===== config.mk =====
export PLATFORM = sky130hd
export DESIGN_NAME = core_local_timer_compare_unit_flat
export DESIGN_NICKNAME = d
export VERILOG_FILES = /design/src/rtl/clt_pkg.sv /design/src/rtl/clt_in_if.sv /design/src/rtl/clt_out_if.sv /design/src/rtl/core_local_timer_compare_unit.sv /design/src/rtl/clt_decode.sv /design/src/rtl/clt_regs.sv /design/src/flat_wrapper.sv
export SDC_FILE = /design/constraint.sdc
export NUM_CORES = 1
export LEC_CHECK = 0
export BUFFER_PORTS_ARGS = -buffer_cell sky130_fd_sc_hd__buf_2
export CORE_MARGIN = 1.5
export CORE_UTILIZATION = 35
export DETAILED_ROUTE_END_ITERATION = 8
export HOLD_SLACK_MARGIN = 0.06
export SLEW_MARGIN = 10
export SYNTH_ARGS = -nofsm -noshare
export SYNTH_HDL_FRONTEND = slang
export SYNTH_SLANG_ARGS = --single-unit

===== constraint.sdc =====
create_clock -name clk -period 7.6 [get_ports clk]
set_input_delay 0.38 -clock clk [delete_from_list [all_inputs] [get_ports clk]]
set_output_delay 0.38 -clock clk [all_outputs]
set_load 0.05 [all_outputs]

===== src/rtl/clt_pkg.sv =====
// Package for the core-local timer compare unit: widths, offsets, opcodes and types.
// Depends on nothing; every other file of the block but the macro header imports it.
package clt_pkg;

  localparam int unsigned OPCODE_W   = 2;
  localparam int unsigned OFFSET_W   = 15;
  localparam int unsigned WORD_W     = 32;
  localparam int unsigned TIME_W     = 64;
  localparam int unsigned PEND_W     = 4;
  localparam int unsigned HART_IDX_W = 4;
  localparam int unsigned WORD_IDX_W = OFFSET_W - 3;

  localparam logic [OPCODE_W-1:0] OP_TICK  = 2'd0;
  localparam logic [OPCODE_W-1:0] OP_READ  = 2'd1;
  localparam logic [OPCODE_W-1:0] OP_WRITE = 2'd2;

  localparam logic [OFFSET_W-1:0] TIME_LO_OFF = 15'h7ff8;
  localparam logic [OFFSET_W-1:0] TIME_HI_OFF = 15'h7ffc;

  typedef struct packed {
    logic                  hit;
    logic                  is_time;
    logic                  hi_half;
    logic [HART_IDX_W-1:0] hart;
  } access_t;

  typedef struct packed {
    logic [OPCODE_W-1:0] opcode;
    logic [OFFSET_W-1:0] reg_offset;
    logic [WORD_W-1:0]   write_word;
  } in_item_t;

endpackage


===== src/rtl/clt_in_if.sv =====
// Input channel of the core-local timer compare unit: valid, ready and one item.
// Depends on clt_pkg for the field widths.
interface clt_in_if import clt_pkg::*; ();
  logic                valid;
  logic                ready;
  logic [OPCODE_W-1:0] opcode;
  logic [OFFSET_W-1:0] reg_offset;
  logic [WORD_W-1:0]   write_word;

  modport source (output valid, output opcode, output reg_offset, output write_word,
                  input ready);
  modport sink (input valid, input opcode, input reg_offset, input write_word,
                output ready);
endinterface


===== src/rtl/clt_out_if.sv =====
// Result channel of the core-local timer compare unit: valid, ready and one item.
// Depends on clt_pkg for the field widths.
interface clt_out_if import clt_pkg::*; ();
  logic              valid;
  logic              ready;
  logic [WORD_W-1:0] read_word;
  logic              bad_offset;
  logic [PEND_W-1:0] timer_pending;

  modport source (output valid, output read_word, output bad_offset, output timer_pending,
                  input ready);
  modport sink (input valid, input read_word, input bad_offset, input timer_pending,
                output ready);
endinterface


===== src/rtl/core_local_timer_compare_unit.sv =====
// Channel   | Dir | Payload                                  | Handshake
// in_item   | in  | opcode, reg_offset, write_word           | valid/ready
// out_item  | out | read_word, bad_offset, timer_pending     | valid/ready
// Top level of the core-local timer compare unit: input register, decoder,
// timer state and result register. Depends on clt_pkg, the channel interfaces,
// clt_decode and clt_regs.
// One item is taken per clock while the result side does not stall; each item passes
// from the input register to the result register. The timer state updates as the item leaves
// the input register, so each result reflects every earlier item in order.
// A stalled result holds and the input register fills behind it; reset is
// synchronous and empties both registers, clears the counter and sets all compares.
module core_local_timer_compare_unit import clt_pkg::*; #(
  parameter int unsigned NUM_HARTS = 4
) (
  input  logic      clk,
  input  logic      rst_n,
  clt_in_if.sink    in_item,
  clt_out_if.source out_item
);

  logic              s1_valid_r;
  in_item_t          s1_item_r;
  logic              s1_fire;
  logic              in_fire;
  access_t           acc;
  logic [WORD_W-1:0] read_nxt;
  logic              bad_nxt;
  logic [PEND_W-1:0] pending_nxt;
  logic              out_valid_r;
  logic              out_valid_nxt;
  logic [WORD_W-1:0] out_read_r;
  logic              out_bad_r;
  logic [PEND_W-1:0] out_pend_r;

  assign s1_fire       = s1_valid_r && (!out_valid_r || out_item.ready);
  assign in_item.ready = !s1_valid_r || s1_fire;
  assign in_fire       = in_item.valid && in_item.ready;

  always_ff @(posedge clk) begin
    if (!rst_n) begin
      s1_valid_r <= 1'b0;
    end else if (in_item.ready) begin
      s1_valid_r <= in_item.valid;
    end
  end

  always_ff @(posedge clk) begin
    if (in_fire) begin
      s1_item_r.opcode     <= in_item.opcode;
      s1_item_r.reg_offset <= in_item.reg_offset;
      s1_item_r.write_word <= in_item.write_word;
    end
  end

  clt_decode #(
    .NUM_HARTS(NUM_HARTS)
  ) u_decode (
    .reg_offset(s1_item_r.reg_offset),
    .acc       (acc)
  );

  clt_regs #(
    .NUM_HARTS(NUM_HARTS)
  ) u_regs (
    .clk        (clk),
    .rst_n      (rst_n),
    .upd        (s1_fire),
    .opcode     (s1_item_r.opcode),
    .acc        (acc),
    .write_word (s1_item_r.write_word),
    .read_nxt   (read_nxt),
    .bad_nxt    (bad_nxt),
    .pending_nxt(pending_nxt)
  );

  always_comb begin
    out_valid_nxt = out_valid_r && !out_item.ready;
    if (s1_fire) begin
      out_valid_nxt = 1'b1;
    end
  end

  always_ff @(posedge clk) begin
    if (!rst_n) begin
      out_valid_r <= 1'b0;
    end else begin
      out_valid_r <= out_valid_nxt;
    end
  end

  always_ff @(posedge clk) begin
    if (s1_fire) begin
      out_read_r <= read_nxt;
      out_bad_r  <= bad_nxt;
      out_pend_r <= pending_nxt;
    end
  end

  assign out_item.valid         = out_valid_r;
  assign out_item.read_word     = out_read_r;
  assign out_item.bad_offset    = out_bad_r;
  assign out_item.timer_pending = out_pend_r;

endmodule


===== src/rtl/clt_decode.sv =====
// Address decoder: maps a byte offset to the counter or a hart's compare register.
// Depends on clt_pkg.
module clt_decode import clt_pkg::*; #(
  parameter int unsigned NUM_HARTS
) (
  input  logic [OFFSET_W-1:0] reg_offset,
  output access_t             acc
);

  logic [WORD_IDX_W-1:0] word_idx;
  logic                  aligned;
  logic                  time_hit;
  logic                  cmp_hit;

  assign word_idx = reg_offset[OFFSET_W-1:3];
  assign aligned  = (reg_offset[1:0] == 2'b00);
  assign time_hit = (reg_offset == TIME_LO_OFF) || (reg_offset == TIME_HI_OFF);
  assign cmp_hit  = (word_idx < WORD_IDX_W'(NUM_HARTS));

  always_comb begin
    acc.hit     = aligned && (time_hit || cmp_hit);
    acc.is_time = time_hit;
    acc.hi_half = reg_offset[2];
    acc.hart    = word_idx[HART_IDX_W-1:0];
  end

endmodule


===== src/rtl/clt_regs.sv =====
// Timer state: the 64-bit counter and the per-hart compare registers, with read
// data and the pending compare of the next state. Depends on clt_pkg.
module clt_regs import clt_pkg::*; #(
  parameter int unsigned NUM_HARTS
) (
  input  logic                clk,
  input  logic                rst_n,
  input  logic                upd,
  input  logic [OPCODE_W-1:0] opcode,
  input  access_t             acc,
  input  logic [WORD_W-1:0]   write_word,
  output logic [WORD_W-1:0]   read_nxt,
  output logic                bad_nxt,
  output logic [PEND_W-1:0]   pending_nxt
);

  localparam int unsigned HART_W = (NUM_HARTS > 1) ? $clog2(NUM_HARTS) : 1;

  logic [TIME_W-1:0] time_r;
  logic [TIME_W-1:0] time_nxt;
  logic [TIME_W-1:0] cmp_r   [NUM_HARTS];
  logic [TIME_W-1:0] cmp_nxt [NUM_HARTS];
  logic [TIME_W-1:0] sel_cmp;
  logic [TIME_W-1:0] target;
  logic [TIME_W-1:0] merged;
  logic              is_access;
  logic              do_write;

  assign is_access = (opcode == OP_READ) || (opcode == OP_WRITE);
  assign do_write  = (opcode == OP_WRITE) && acc.hit;
  assign sel_cmp   = cmp_r[acc.hart[HART_W-1:0]];
  assign target    = acc.is_time ? time_r : sel_cmp;
  assign merged    = acc.hi_half ? {write_word, target[WORD_W-1:0]}
                                 : {target[TIME_W-1:WORD_W], write_word};

  always_comb begin
    read_nxt = '0;
    if ((opcode == OP_READ) && acc.hit) begin
      read_nxt = acc.hi_half ? target[TIME_W-1:WORD_W] : target[WORD_W-1:0];
    end
  end

  assign bad_nxt = is_access && !acc.hit;

  always_comb begin
    time_nxt = time_r;
    if (opcode == OP_TICK) begin
      time_nxt = time_r + TIME_W'(1);
    end else if (do_write && acc.is_time) begin
      time_nxt = merged;
    end
  end

  always_comb begin
    for (int h = 0; h < NUM_HARTS; h++) begin
      cmp_nxt[h] = cmp_r[h];
      if (do_write && !acc.is_time && (acc.hart == HART_IDX_W'(h))) begin
        cmp_nxt[h] = merged;
      end
    end
  end

  for (genvar b = 0; b < PEND_W; b++) begin : g_pend
    if (b < NUM_HARTS) begin : g_live
      assign pending_nxt[b] = (time_nxt >= cmp_nxt[b]);
    end else begin : g_none
      assign pending_nxt[b] = 1'b0;
    end
  end

  always_ff @(posedge clk) begin
    if (!rst_n) begin
      time_r <= '0;
      for (int h = 0; h < NUM_HARTS; h++) begin
        cmp_r[h] <= '1;
      end
    end else if (upd) begin
      time_r <= time_nxt;
      for (int h = 0; h < NUM_HARTS; h++) begin
        cmp_r[h] <= cmp_nxt[h];
      end
    end
  end

endmodule


===== src/flat_wrapper.sv =====
// flat-port wrapper written by rule: the top's interface ports become plain ports
module core_local_timer_compare_unit_flat import clt_pkg::*;
#(
  parameter int unsigned NUM_HARTS = 4
)
  (clk, rst_n, in_item_valid, in_item_opcode, in_item_reg_offset, in_item_write_word, in_item_ready, out_item_valid, out_item_read_word, out_item_bad_offset, out_item_timer_pending, out_item_ready);
  clt_in_if in_item_i ();
  clt_out_if out_item_i ();
  input  logic clk;
  input  logic rst_n;
  input wire logic [$bits(in_item_i.valid)-1:0] in_item_valid;
  input wire logic [$bits(in_item_i.opcode)-1:0] in_item_opcode;
  input wire logic [$bits(in_item_i.reg_offset)-1:0] in_item_reg_offset;
  input wire logic [$bits(in_item_i.write_word)-1:0] in_item_write_word;
  output wire logic [$bits(in_item_i.ready)-1:0] in_item_ready;
  output wire logic [$bits(out_item_i.valid)-1:0] out_item_valid;
  output wire logic [$bits(out_item_i.read_word)-1:0] out_item_read_word;
  output wire logic [$bits(out_item_i.bad_offset)-1:0] out_item_bad_offset;
  output wire logic [$bits(out_item_i.timer_pending)-1:0] out_item_timer_pending;
  input wire logic [$bits(out_item_i.ready)-1:0] out_item_ready;
  assign in_item_i.valid = in_item_valid;
  assign in_item_i.opcode = in_item_opcode;
  assign in_item_i.reg_offset = in_item_reg_offset;
  assign in_item_i.write_word = in_item_write_word;
  assign in_item_ready = in_item_i.ready;
  assign out_item_valid = out_item_i.valid;
  assign out_item_read_word = out_item_i.read_word;
  assign out_item_bad_offset = out_item_i.bad_offset;
  assign out_item_timer_pending = out_item_i.timer_pending;
  assign out_item_i.ready = out_item_ready;
  core_local_timer_compare_unit #(.NUM_HARTS(NUM_HARTS)) u_core (.clk(clk), .rst_n(rst_n), .in_item(in_item_i), .out_item(out_item_i));
endmodule

### Yosys cells after proc, flatten, opt, wreduce, memory -nomap -nowiden

Memories as Yosys holds them, arrays and structs flattened. A register that Yosys moved wholly into a read port is not among the register bits.
Cells that the tools add are included.

* add/subtract/negate cells: 1
* multiply operators: 0
* div/mod/pow operators: 0
* magnitude comparators: 5
* equality and inequality tests: 7
* shift-type cells: 0
* multiplexer cells: 19
* bitwise operators: 4
* reductions and logical operators: 26

Operator list (count)
* $mux 64: 12
* $ge 64x64->1: 4
* $add 64x1->64 const B: 1
* $mux 32: 1
* $eq 15x15->1 const B: 2
* $logic_and 1x1->1: 13
* $lt 12x3->1 const B: 1
* $eq 4x2->1 const B: 2
* $logic_not 1->1: 5
* $logic_or 1x1->1: 5
* $mux 1: 5
* $eq 4x1->1 const B: 1
* $logic_not 2->1: 2
* $logic_not 4->1: 1
* $or 1x1->1: 4
* $eq 2x1->1 const B: 1
* $eq 2x2->1 const B: 1
* $mux 2: 1

* flip-flop bits (word level): 152
* bits in latches: 0
* memory bits (writable): 256
* memory bits (read-only): 0
* input bits: 53
* logic and storage cells: 72
* memories kept: 1

Memory list
* u_core.u_regs.cmp_r: words 4, bits a word 64, read ports 5, clocked after memory_dff 1, wr ports 4, RTL line clt_regs.sv:21 `logic [TIME_W-1:0] cmp_r [NUM_HARTS];`

### Depth between registers and ports, before layout

Gate-level depths: netlist (run 1).

* depth after elaboration: 9
* gate-level depth with buffers: 18
* mapped depth without buffers: 16

### Modules after synthesis

Synthesis (run 1) repeated with hierarchy kept, for this count alone.

* cell total of the unflattened synthesis: 2826
* area, all modules: 28160.8 µm²

By module, submodules not included
* clt_regs: times used 1, cells each 2716, area an instance 25359.3 µm², seq. area each 8968.6 µm²
* core_local_timer_compare_unit: times used 1, cells each 95, area an instance 2686.3 µm², seq. area each 2622.5 µm²
* clt_decode: times used 1, cells each 15, area an instance 115.1 µm², seq. area each 0.0 µm²

### Least setup slack after synthesis (run 1)

Ideal clock, no wire load.

* kind: register to register
* start point: reg u_core.out_valid_r, in the netlist u_core.out_item.valid
* end point: mem u_core.u_regs.cmp_r[0][0], enable pin
* setup time: 0.605 ns
* arrival: 6.389 ns
* slack: 0.606 ns
* cell stages (with the launch flop): 7
* buffers on the path: 1
* period minus slack after synthesis: 6.994 ns
* cells stage by stage: dfxtp_1 -> nor2b_1 -> nand2b_1 -> inv_1 -> clkbuf_1 -> nor2_1 -> inv_1

RTL lines
* from (decl): RTL line core_local_timer_compare_unit.sv:29 `logic out_valid_r;`
* from (signal assigned): RTL line core_local_timer_compare_unit.sv:87 `out_valid_r <= out_valid_nxt;`
* to (decl): RTL line clt_regs.sv:21

### Worst setup path in the final report (run 1)

* start point: reg u_core.s1_item_r[33] (netlist name)
* end point: reg u_core.out_pend_r[3], in the netlist u_core.out_item.timer_pending[3], data pin

* cells in the longest elaborated chain, start to end: 9
* elaborated cells between the ends (all ways): 17
* those cells by class: 1 x order compare; 2 x eq/ne; 5 x mux; 9 x reduce/logical

Ends and longest elaborated chain
* $eq 15x15->1: RTL line clt_decode.sv:17 `assign time_hit = (reg_offset == TIME_LO_OFF) || (reg_offset == TIME_HI_OFF);`
* $logic_or 1x1->1: RTL line clt_decode.sv:17
* $logic_or 1x1->1: RTL line clt_decode.sv:21 `acc.hit = aligned && (time_hit || cmp_hit);`
* $logic_and 1x1->1: RTL line clt_decode.sv:21
* $logic_and 1x1->1: RTL line clt_regs.sv:30 `assign do_write = (opcode == OP_WRITE) && acc.hit;`
* $logic_and 1x1->1 (on tied branches): RTL line clt_regs.sv:49, clt_regs.sv:57
* $mux 64 or $logic_and 1x1->1 (tied branches): RTL line clt_regs.sv:49, clt_regs.sv:57
* $mux 64 (on tied branches): RTL line clt_regs.sv:47, clt_regs.sv:57
* $ge 64x64->1 *: RTL line clt_regs.sv:65 `assign pending_nxt[b] = (time_nxt >= cmp_nxt[b]);`
* net u_core.pending_nxt[3]: RTL line core_local_timer_compare_unit.sv:28 `logic [PEND_W-1:0] pending_nxt;`
* to (signal assigned): RTL line core_local_timer_compare_unit.sv:95 `out_pend_r <= pending_nxt;`
* to (decl): RTL line core_local_timer_compare_unit.sv:33 `logic [PEND_W-1:0] out_pend_r;`

Mark *: on every way through the listed nets, which the timed path passes. The rest lies on a longest branch.
A chain may end at the register's enable or synchronous reset.

==> parameters.txt, run 1 <==
Parameter                              Value

Detailed routing
  Router iterations before antenna repair ... 5
  Wire per inst ... 25.8 um
  Vias after detailed routing ... between 20000 and 25000
  Post-route DRC ... 0
  Post-route antenna net violation count ... 0
  Vias per cell ... 5.96
  Initial drt markers ... 2672
  Routed Wire Length ... 101000 um

Synthesis
  Most frequent cells after synthesis ... sky130_fd_sc_hd__nand2_1 (386), sky130_fd_sc_hd__edfxtp_1 (342), sky130_fd_sc_hd__mux2i_1 (317), sky130_fd_sc_hd__ha_1 (260), sky130_fd_sc_hd__a21oi_1 (197)
  Number of enable-type register cells in the synthesized netlist ... 342
  Adder-cell area share of the yosys netlist ... a little under an eighth
  Number of flip-flops and latches in the synthesized netlist ... 410
  Summed instance area of the synthesized netlist ... between 0.02 and 0.03 mm^2
  Post-Synthesis Net Count ... 3054
  Dominant cells by area after synthesis ... sky130_fd_sc_hd__edfxtp_1 (36%), sky130_fd_sc_hd__ha_1 (11%), sky130_fd_sc_hd__mux2i_1 (11%)
  Proportion of synthesized area in mux cells ... around 17%
  Biggest area consumer among synthesized cells ... sky130_fd_sc_hd__edfxtp_1
  Fraction of registers with async set or reset after synthesis ... 0%
  Per-instance average area after synthesis ... 10.4 um^2
  Most numerous cell in the Yosys netlist ... sky130_fd_sc_hd__nand2_1
  Complex-gate fraction of the synthesized area ... 12.9%
  Largest family of logic cells by synthesized area ... multiplexers
  Share of the synthesized area in the top cell type ... between 30% and 40%
  Xor/xnor share of the synthesized area ... 0.737%
  Gate Count Post-Synth ... 2741
  Simple-gate share of the synthesized area ... 14.3%
  Total number of yosys warnings ... 0
  Number of library cell types mapped by synthesis ... 83
  Register area share after synthesis ... 40.8%
  Ys flop type ... sky130_fd_sc_hd__edfxtp_1

STA
  Number of setup violations in the final report ... 0
  Count of pins over their slew limit ... 0
  Final clock skew ... 0.0192 ns
  Final hold violation count ... 0
  Transition at the pin with the smallest max-transition slack ... 1.33 ns
  Tcrit/Tclk final ... 82.9%
  Setup repair after global routing missed its margin ... false
  Clock period minus final worst setup slack ... roughly 6.3 ns
  Headroom to the max-slew limit ... 11.3%
  Maximum clock frequency ... 159 MHz
  Final total negative setup slack ... 0 ns

Power and ir drop
  Worst vdd rail ir drop ... 0.154 mV
  Relative contribution of combinational cells to total power ... 6.9%
  Switch Pwr ... 1.33 mW
  Flop pwr share ... 47.3%
  Clock group share of total power ... 45.7%
  Proportion of total power due to net switching ... between 20% and 30%
  Power per cell area ... around 170 mW/mm^2
  Internal Power ... 3.98 mW
  Leakage power summed over all cells ... 11.5 nW

Clocking
  Clock Root Buffer ... sky130_fd_sc_hd__clkbuf_16
  Number of sinks handled by clock tree synthesis ... 410
  Buffer levels on the longest clock path ... 3
  CTS tree ... done
  Clock Pin Slew Worst Setup and Hold Paths ... 0.06 ns
  Number of H-tree levels ... 2
  Inserted Clock Buffers ... 47
  Clock insertion delay at the later pin of the skew report ... 0.60 ns

Global route
  Wire length of the first global-routing pass ... 148000 um
  Maximum number of pins on one net before global-route repair ... 121
  Number of global-route vias before repair ... 22300
  Initial antenna violation count ... 5
  Final global-route overflow total ... 0
  Overall Global Routing Usage ... about a quarter

Floorplan
  Io pins ... 92
  Die outline width ... 288 um
  Effective utilization at floorplan ... 35.4%
  Core Footprint ... 0.0805 mm^2
  Die Outline Area ... between 0.08 and 0.09 mm^2
  Placement Rows ... 104
  Die boundary height ... 288 um

Place
  Global placer's final weighted congestion ... 0.994
  Detailed Place HPWL ... 71000 um
  Port Buffers ... 91
  DP Area ... roughly 0.03 mm^2

Finish
  Area of the multi-input gates ... 0.0160 mm^2
  Sequential cell area ... around 0.012 mm^2
  # fillers ... 7807
  Summed area of non-filler cells in the final layout ... between 0.03 and 0.04 mm^2
  Layout-stage area growth over the synthesis result ... 12.2%
  Post-layout net count ... 3113
  Share of layout cells above drive strength 1 ... 11.4%

Setup path
  Arrival time of the worst setup path ... 6.60 ns
  WP data required ... between 7 and 8 ns
  Startpoint types ... flip-flop
  Largest driver fanout on the critical path ... 43
  Endpoint class of the critical path ... flip-flop
  Critical Setup Path Class ... flip-flop to flip-flop

Flow run
  Number of maximum-capacitance constraint violations ... 0

Hold path
  Hold WC Path Type ... primary input to flip-flop

Run status
  Outcome ... finished, final reports clean
[stage by stage]
stage          hold WS (ns)  worst slack [ns]  total power, mW  util [%]  std cells
3_5_place_dp          0.505              1.47             2.90      37.1       3761
6_report             0.0861              1.30             5.31      39.7       3899
2_1_floorplan         0.463             0.606             2.77         -       2741
4_1_cts              0.0643              1.43             5.33      39.7       3898
3_3_place_gp          0.507              1.45             2.90      37.1       3761
5_1_grt               0.112              1.18             5.44      39.7       3898
[flip-flops by register name, summed over array words and instances, names as in the netlist, named ones only]
register,flops
u_core.out_item.timer_pending,4
u_core.out_item.bad_offset,1
u_core.u_regs.time_r,63
u_core.out_item.read_word,32
u_core.s1_item_r,49
u_core.s1_valid_r,1
u_core.out_item.valid,1
u_core.u_regs.cmp_r,256
[final timing paths]
kind / start / to / slack (ns) / cells after the start
setup reg to reg: u_core.s1_item_r[33]$_DFFE_PP_ / u_core.out_item.timer_pending[3]$_DFFE_PP_ / 1.30 / 15
setup / recovery: u_core.s1_item_r[33]$_DFFE_PP_ / u_core.out_item.timer_pending[3]$_DFFE_PP_ / 1.30 / 15
hold reg to reg: u_core.s1_valid_r$_SDFFE_PN0N_ / u_core.out_item.valid$_SDFF_PN0_ / 0.53 / 2
hold / removal: out_item_ready / u_core.out_item.valid$_SDFF_PN0_ / 0.09 / 4
[repair_timing]
item	CTS	global route
hold buffers	50	0
resized for setup	0	0
buffers inserted	0	0
hold endpoints to repair	52	0
[kinds of logic (layout without fill, tap and decap cells)]
| group | count (synthesis) | in the layout |
|---|---|---|
| AO/OA/AOI/OAI | 585 | 585 |
| XOR/XNOR | 24 | 24 |
| adder cells (fa/ha/maj) | 260 | 260 |
| buffers and inverters | 197 | 294 |
| flip-flops | 410 | 410 |
| multiplexers | 392 | 392 |
| other | 0 | 1 |
| AND/OR/NAND/NOR | 873 | 873 |
[worst max-delay path, cell delays in order (launching register included)]
cell	delay, ns
sky130_fd_sc_hd__edfxtp_1	0.35
sky130_fd_sc_hd__or2_1	0.28
sky130_fd_sc_hd__or4_4	0.88
sky130_fd_sc_hd__a21oi_2	0.33
sky130_fd_sc_hd__nand3_2	0.22
sky130_fd_sc_hd__nor2_4	0.63
sky130_fd_sc_hd__buf_12	0.44
sky130_fd_sc_hd__buf_4	0.31
sky130_fd_sc_hd__mux2i_1	0.26
sky130_fd_sc_hd__ha_1	0.27
sky130_fd_sc_hd__a21o_1	0.19
sky130_fd_sc_hd__a21o_1	0.19
sky130_fd_sc_hd__a21oi_1	0.14
sky130_fd_sc_hd__o21ai_0	0.25
sky130_fd_sc_hd__a2111oi_0	1.06
sky130_fd_sc_hd__a21oi_1	0.13
[area by class of cell]
type / count / share of cell area [%]
clock buffer: 56 / 3.94
inverter: 25 / 0.329
tap: 1060 / 4.15
multi-input combinational: 2134 / 50.0
antenna: 1 / 0.00782
sequential: 410 / 36.4
clock inverter: 31 / 1.05
timing repair buffer: 182 / 4.11
[metal layers]
metal  routed length (um)  GRT usage (%)  up-vias
met5                    8              0        -
li1                     -              -    10600
met2                43600           35.8     1074
met3                 8580           4.62      223
met4                 4520           10.1        2
met1                44000           33.0    11300
[cells in the final DEF (no fill, tap or decap), types with 14 or more instances in the layout]
cell type and n:
sky130_fd_sc_hd__nand2_1 385, sky130_fd_sc_hd__edfxtp_1 342, sky130_fd_sc_hd__mux2i_1 317, sky130_fd_sc_hd__ha_1 259, sky130_fd_sc_hd__a21oi_1 197, sky130_fd_sc_hd__nor2_1 172, sky130_fd_sc_hd__o21ai_0 124, sky130_fd_sc_hd__buf_2 91
sky130_fd_sc_hd__nand3_1 66, sky130_fd_sc_hd__dfxtp_1 66, sky130_fd_sc_hd__mux4_2 64, sky130_fd_sc_hd__nand4_1 59, sky130_fd_sc_hd__a211oi_1 50, sky130_fd_sc_hd__dlygate4sd3_1 50, sky130_fd_sc_hd__clkbuf_16 48, sky130_fd_sc_hd__and2_1 43
sky130_fd_sc_hd__nor3_1 37, sky130_fd_sc_hd__buf_4 37, sky130_fd_sc_hd__a21o_1 35, sky130_fd_sc_hd__inv_1 21, sky130_fd_sc_hd__nor4_1 21, sky130_fd_sc_hd__o21a_1 20, sky130_fd_sc_hd__a31oi_1 19, sky130_fd_sc_hd__xnor2_1 14
sky130_fd_sc_hd__and3_1 14, sky130_fd_sc_hd__o22ai_1 14
[power groups by stage]
stage          combinational, mW  clock, mW  sequential, mW
2_1_floorplan              0.198          0            2.57
3_3_place_gp               0.342          0            2.56
3_5_place_dp               0.343          0            2.56
4_1_cts                    0.366       2.45            2.51
5_1_grt                    0.391       2.54            2.51
6_report                   0.369       2.43            2.51
(Power assumes the default switching activity.)
==> run 2: changes to the inputs <==
- ABC_AREA: default -> 1
- clock period: 7.6 -> 5.6 ns (I/O delays scaled with it)
==> run 2 against run 1 <==
Net effect:
- synthesized area rose by 10%
- critical path depth rose by 5
- critical endpoint is now u_core.out_item.timer_pending[0]$_DFFE_PP_
- combinational power rose by 140%
- largest power group is now clock
- wire length rose by 20%
- the run now ends with DRC left
- clock skew rose by 0.0026 ns
- final cell count rose by 45%
- global-route usage rose by 2.4 points
==> parameters.txt, run 2 <==
Parameter                              Value

Setup path
  Worst setup endpoint ... u_core.out_item.timer_pending[0]$_DFFE_PP_
  Kind of cell adding the most delay to the critical path ... simple AND/OR/NAND/NOR gates
  Setup slack of the most critical reg-to-reg path ... 0.55 ns (-0.75 ns)
  Critical path buffer and inverter count ... 3 (+1)
  Cell Chain, Critical Path ... nand2_1, inv_1, nand2_1, nor2_4, nand2_4, buf_4, nand2_1, nand3_1, nand2_1, nand2_1, and3_1, ha_1, nand2_1, inv_1, nand3_1, nor3_1, nand3_1, nor2_1, nand4_1, nand3_1
  Reg-to-reg critical path endpoint ... u_core.out_item.timer_pending[0]$_DFFE_PP_
  Depth of the worst register-to-register path ... 20 (+5)
  Reg2Reg Launch Point ... u_core.s1_item_r[42]$_DFFE_PP_
  Startpoint types ... flip-flop
  Endpoint class of the critical path ... flip-flop
  Slowest Stage Delay on Critical Path ... 0.48 ns (-0.58 ns)
  Start point of the critical path ... u_core.s1_item_r[42]$_DFFE_PP_
  Critical-path top delay cell ... sky130_fd_sc_hd__nor2_4
  Logic depth of the worst path, buffers included ... 20 (+5)
  WP data required ... 6.09 ns (-1.81 ns)
  CP dominant cell by count ... sky130_fd_sc_hd__nand2_1
  Largest driver fanout on the critical path ... 28 (-35%)
  Critical Setup Path Class ... flip-flop to flip-flop
  Arrival time of the worst setup path ... 5.53 ns (-1.07 ns)

STA
  Count of pins over their slew limit ... 0 (unchanged)
  Post-route worst hold slack ... 0.239 ns (+0.152 ns)
  Maximum clock frequency ... 198 MHz (+25%)
  Clock period minus final worst setup slack ... 5.05 ns (-1.25 ns)
  Number of setup violations in the final report ... 0 (unchanged)
  Tcrit/Tclk final ... 90.2% (+7.3 points)
  Final total negative setup slack ... 0 ns (unchanged)
  Final hold violation count ... 0 (unchanged)
  Headroom to the max-slew limit ... 24.6% (+13 points)
  Crit path setup slack, layout ... 0.551 ns (-0.748 ns)
  Setup repair after global routing missed its margin ... false
  Transition at the pin with the smallest max-transition slack ... 1.13 ns (-0.194 ns)
  Final clock skew ... 0.0218 ns (+0.00258 ns)

Finish
  Core Util, Final ... 39.8% (+0.071 points)
  Sequential cell area ... 0.0116 mm^2 (about the same)
  Share of layout cells above drive strength 1 ... 8.05% (-3.4 points)
  Area of the multi-input gates ... 0.0176 mm^2 (+10%)
  Layout-stage area growth over the synthesis result ... 12.3%
  Post-layout net count ... 4740 (+52%)
  Summed area of non-filler cells in the final layout ... 0.0353 mm^2 (+10%)
  Layout Cells excl Fill ... 5636 (+45%)
  Most common cell after layout, fill and taps aside ... sky130_fd_sc_hd__nand2_1
  # fillers ... 9323 (+19%)
  Most used cells in the layout excluding fill and tap cells ... sky130_fd_sc_hd__nand2_1 (1702), sky130_fd_sc_hd__edfxtp_1 (342), sky130_fd_sc_hd__inv_1 (315), sky130_fd_sc_hd__nor2_1 (297), sky130_fd_sc_hd__nand3_1 (289)
  Largest registers ... u_core.u_regs.cmp_r: 256 flops, u_core.u_regs.time_r: 63 flops, u_core.s1_item_r: 49 flops
  Number of antenna cells inserted ... 0 (-1)
  Register with the most flip-flops ... u_core.u_regs.cmp_r
  Largest register FFs ... 256 (unchanged)

Global route
  Maximum number of pins on one net before global-route repair ... 173 (+43%)
  Initial antenna violation count ... 1 (-4)
  Overall Global Routing Usage ... 26.1% (+2.4 points)
  Final global-route overflow total ... 0 (unchanged)
  Wire length of the first global-routing pass ... 180000 um (+22%)
  Number of global-route vias before repair ... 28100 (+26%)

Floorplan
  Io pins ... 92 (unchanged)
  Die boundary height ... 302 um (+4.9%)
  Core Footprint ... 0.0886 mm^2 (+10%)
  Placement Rows ... 109 (+4.8%)
  Die outline width ... 302 um (+4.9%)
  Die Outline Area ... 0.0915 mm^2 (+10%)
  Effective utilization at floorplan ... 35.4% (about the same)

Synthesis
  Summed instance area of the synthesized netlist ... 0.0314 mm^2 (+10%)
  Gate Count Post-Synth ... 4371 (+59%)
  Fraction of registers with async set or reset after synthesis ... 0% (unchanged)
  Biggest area consumer among synthesized cells ... sky130_fd_sc_hd__edfxtp_1
  Most frequent cells after synthesis ... sky130_fd_sc_hd__nand2_1 (1704), sky130_fd_sc_hd__edfxtp_1 (342), sky130_fd_sc_hd__inv_1 (318), sky130_fd_sc_hd__nor2_1 (300), sky130_fd_sc_hd__nand3_1 (289)
  Number of flip-flops and latches in the synthesized netlist ... 410 (unchanged)
  Post-Synthesis Net Count ... 4684 (+53%)
  Ys flop type ... sky130_fd_sc_hd__edfxtp_1
  Share of the synthesized area in the top cell type ... 32.7% (-3.3 points)
  Register area share after synthesis ... 37.1% (-3.7 points)
  Dominant cells by area after synthesis ... sky130_fd_sc_hd__edfxtp_1 (33%), sky130_fd_sc_hd__nand2_1 (20%), sky130_fd_sc_hd__ha_1 (10%)
  Total number of yosys warnings ... 0 (unchanged)
  Number of enable-type register cells in the synthesized netlist ... 342 (unchanged)
  Per-instance average area after synthesis ... 7.18 um^2 (-31%)
  Most numerous cell in the Yosys netlist ... sky130_fd_sc_hd__nand2_1
  Number of library cell types mapped by synthesis ... 46 (-45%)

Hold path
  Worst hold path cell count ... 3 (-1)
  Hold WC Path Type ... primary input to flip-flop

Detailed routing
  Post-route DRC ... 3 (+3)
  Routed Wire Length ... 121000 um (+20%)
  Router iterations before antenna repair ... 9 (+4)
  Vias per cell ... 5.35 (-10%)
  Initial drt markers ... 3289 (+23%)
  Wire per inst ... 21.5 um (-17%)
  Vias after detailed routing ... 30100 (+30%)
  Post-route antenna net violation count ... 0 (unchanged)

Place
  Global placer's final weighted congestion ... 1.02 (+2.7%)
  Detailed Place HPWL ... 87600 um (+23%)
  DP Area ... 0.0330 mm^2 (+11%)
  Pre-CTS setup slack ... 0.732 ns (-0.740 ns)
  Cell Count Post-Placement ... 5487 (+46%)
  Port Buffers ... 91 (unchanged)

Power and ir drop
  Power per cell area ... 218 mW/mm^2 (+31%)
  Leakage power summed over all cells ... 15.8 nW (+38%)
  Power Total ... 7.69 mW (+45%)
  Worst vdd rail ir drop ... 0.227 mV (+48%)

Clocking
  Number of sinks handled by clock tree synthesis ... 410 (unchanged)
  Clock Pin Slew Worst Setup and Hold Paths ... 0.07 ns (about the same)
  Buffer levels on the longest clock path ... 3 (unchanged)
  Inserted Clock Buffers ... 52 (+11%)
  Clock insertion delay at the later pin of the skew report ... 0.64 ns (+0.04 ns)
  CTS tree ... done
  Number of H-tree levels ... 2 (unchanged)
  Clock Root Buffer ... sky130_fd_sc_hd__clkbuf_16

Run status
  Outcome ... complete, but fails checks
  Failing checks ... DRC

Flow run
  Number of maximum-capacitance constraint violations ... 0 (unchanged)
run 2: layer usage:
layer	global-route usage, %	wire (um)	up-vias
li1	-	-	14600
met1	37.3	54200	14000
met2	39.2	51200	1238
met3	3.44	9410	235
met4	12.1	6030	2
met5	0	13	-
run 2: what timing repair did:
action,CTS,global route
buffers inserted,0,0
gates resized for setup,0,0
hold buffers,51,0
endpoints found under the hold margin,53,0
run 2: cell families after synthesis:
kind of cell | after synthesis | share of synthesized area (%)
and+or+nand+nor | 2549 | 33.9
AOI/OAI and AO/OA | 609 | 11.3
buffers and inverters | 525 | 6.86
DFF | 410 | 37.1
adders and majority gates | 260 | 10.4
xor gates and xnor gates | 14 | 0.391
muxes | 4 | 0.128
run 2: worst min path at each step:
stage	from	slack, ns	end
floorplan	in_item_write_word[0]	0.38	u_core.s1_item_r[0]$_DFFE_PP_
global placement	u_core.s1_valid_r$_SDFFE_PN0N_	0.46	u_core.out_item.valid$_SDFF_PN0_
detailed placement	in_item_reg_offset[12]	0.46	u_core.s1_item_r[44]$_DFFE_PP_
CTS	rst_n	0.20	u_core.s1_valid_r$_SDFFE_PN0N_
global route	rst_n	0.22	u_core.s1_valid_r$_SDFFE_PN0N_
finish	rst_n	0.24	u_core.s1_valid_r$_SDFFE_PN0N_
run 2: worst register-to-register path, cell delays in order, from the launching register on:
cell                       delay (ns)
sky130_fd_sc_hd__edfxtp_1        0.37
sky130_fd_sc_hd__nand2_1         0.07
sky130_fd_sc_hd__inv_1           0.07
sky130_fd_sc_hd__nand2_1         0.08
sky130_fd_sc_hd__nor2_4          0.48
sky130_fd_sc_hd__nand2_4         0.44
sky130_fd_sc_hd__buf_4           0.37
sky130_fd_sc_hd__nand2_1         0.12
sky130_fd_sc_hd__nand3_1         0.07
sky130_fd_sc_hd__nand2_1         0.16
sky130_fd_sc_hd__nand2_1         0.10
sky130_fd_sc_hd__and3_1          0.26
sky130_fd_sc_hd__ha_1            0.35
sky130_fd_sc_hd__nand2_1         0.07
sky130_fd_sc_hd__inv_1           0.05
sky130_fd_sc_hd__nand3_1         0.08
sky130_fd_sc_hd__nor3_1          0.43
sky130_fd_sc_hd__nand3_1         0.32
sky130_fd_sc_hd__nor2_1          0.46
sky130_fd_sc_hd__nand4_1         0.38
sky130_fd_sc_hd__nand3_1         0.19
run 2: power by group:
part,internal [mW],switching [mW],total (mW)
Clock,1.91,1.52,3.42
Combinational,0.220,0.657,0.877
Sequential,3.35,0.0475,3.39
Total,5.47,2.22,7.69
run 2: final cells by class:
type / count / share of cell area [%]
Clock buffer: 59 / 3.85
Clock inverter: 39 / 0.979
Inverter: 329 / 3.53
Multi-Input combinational cell: 3436 / 50.1
Sequential cell: 410 / 33.0
Tap cell: 1165 / 4.13
Timing Repair Buffer: 198 / 4.43
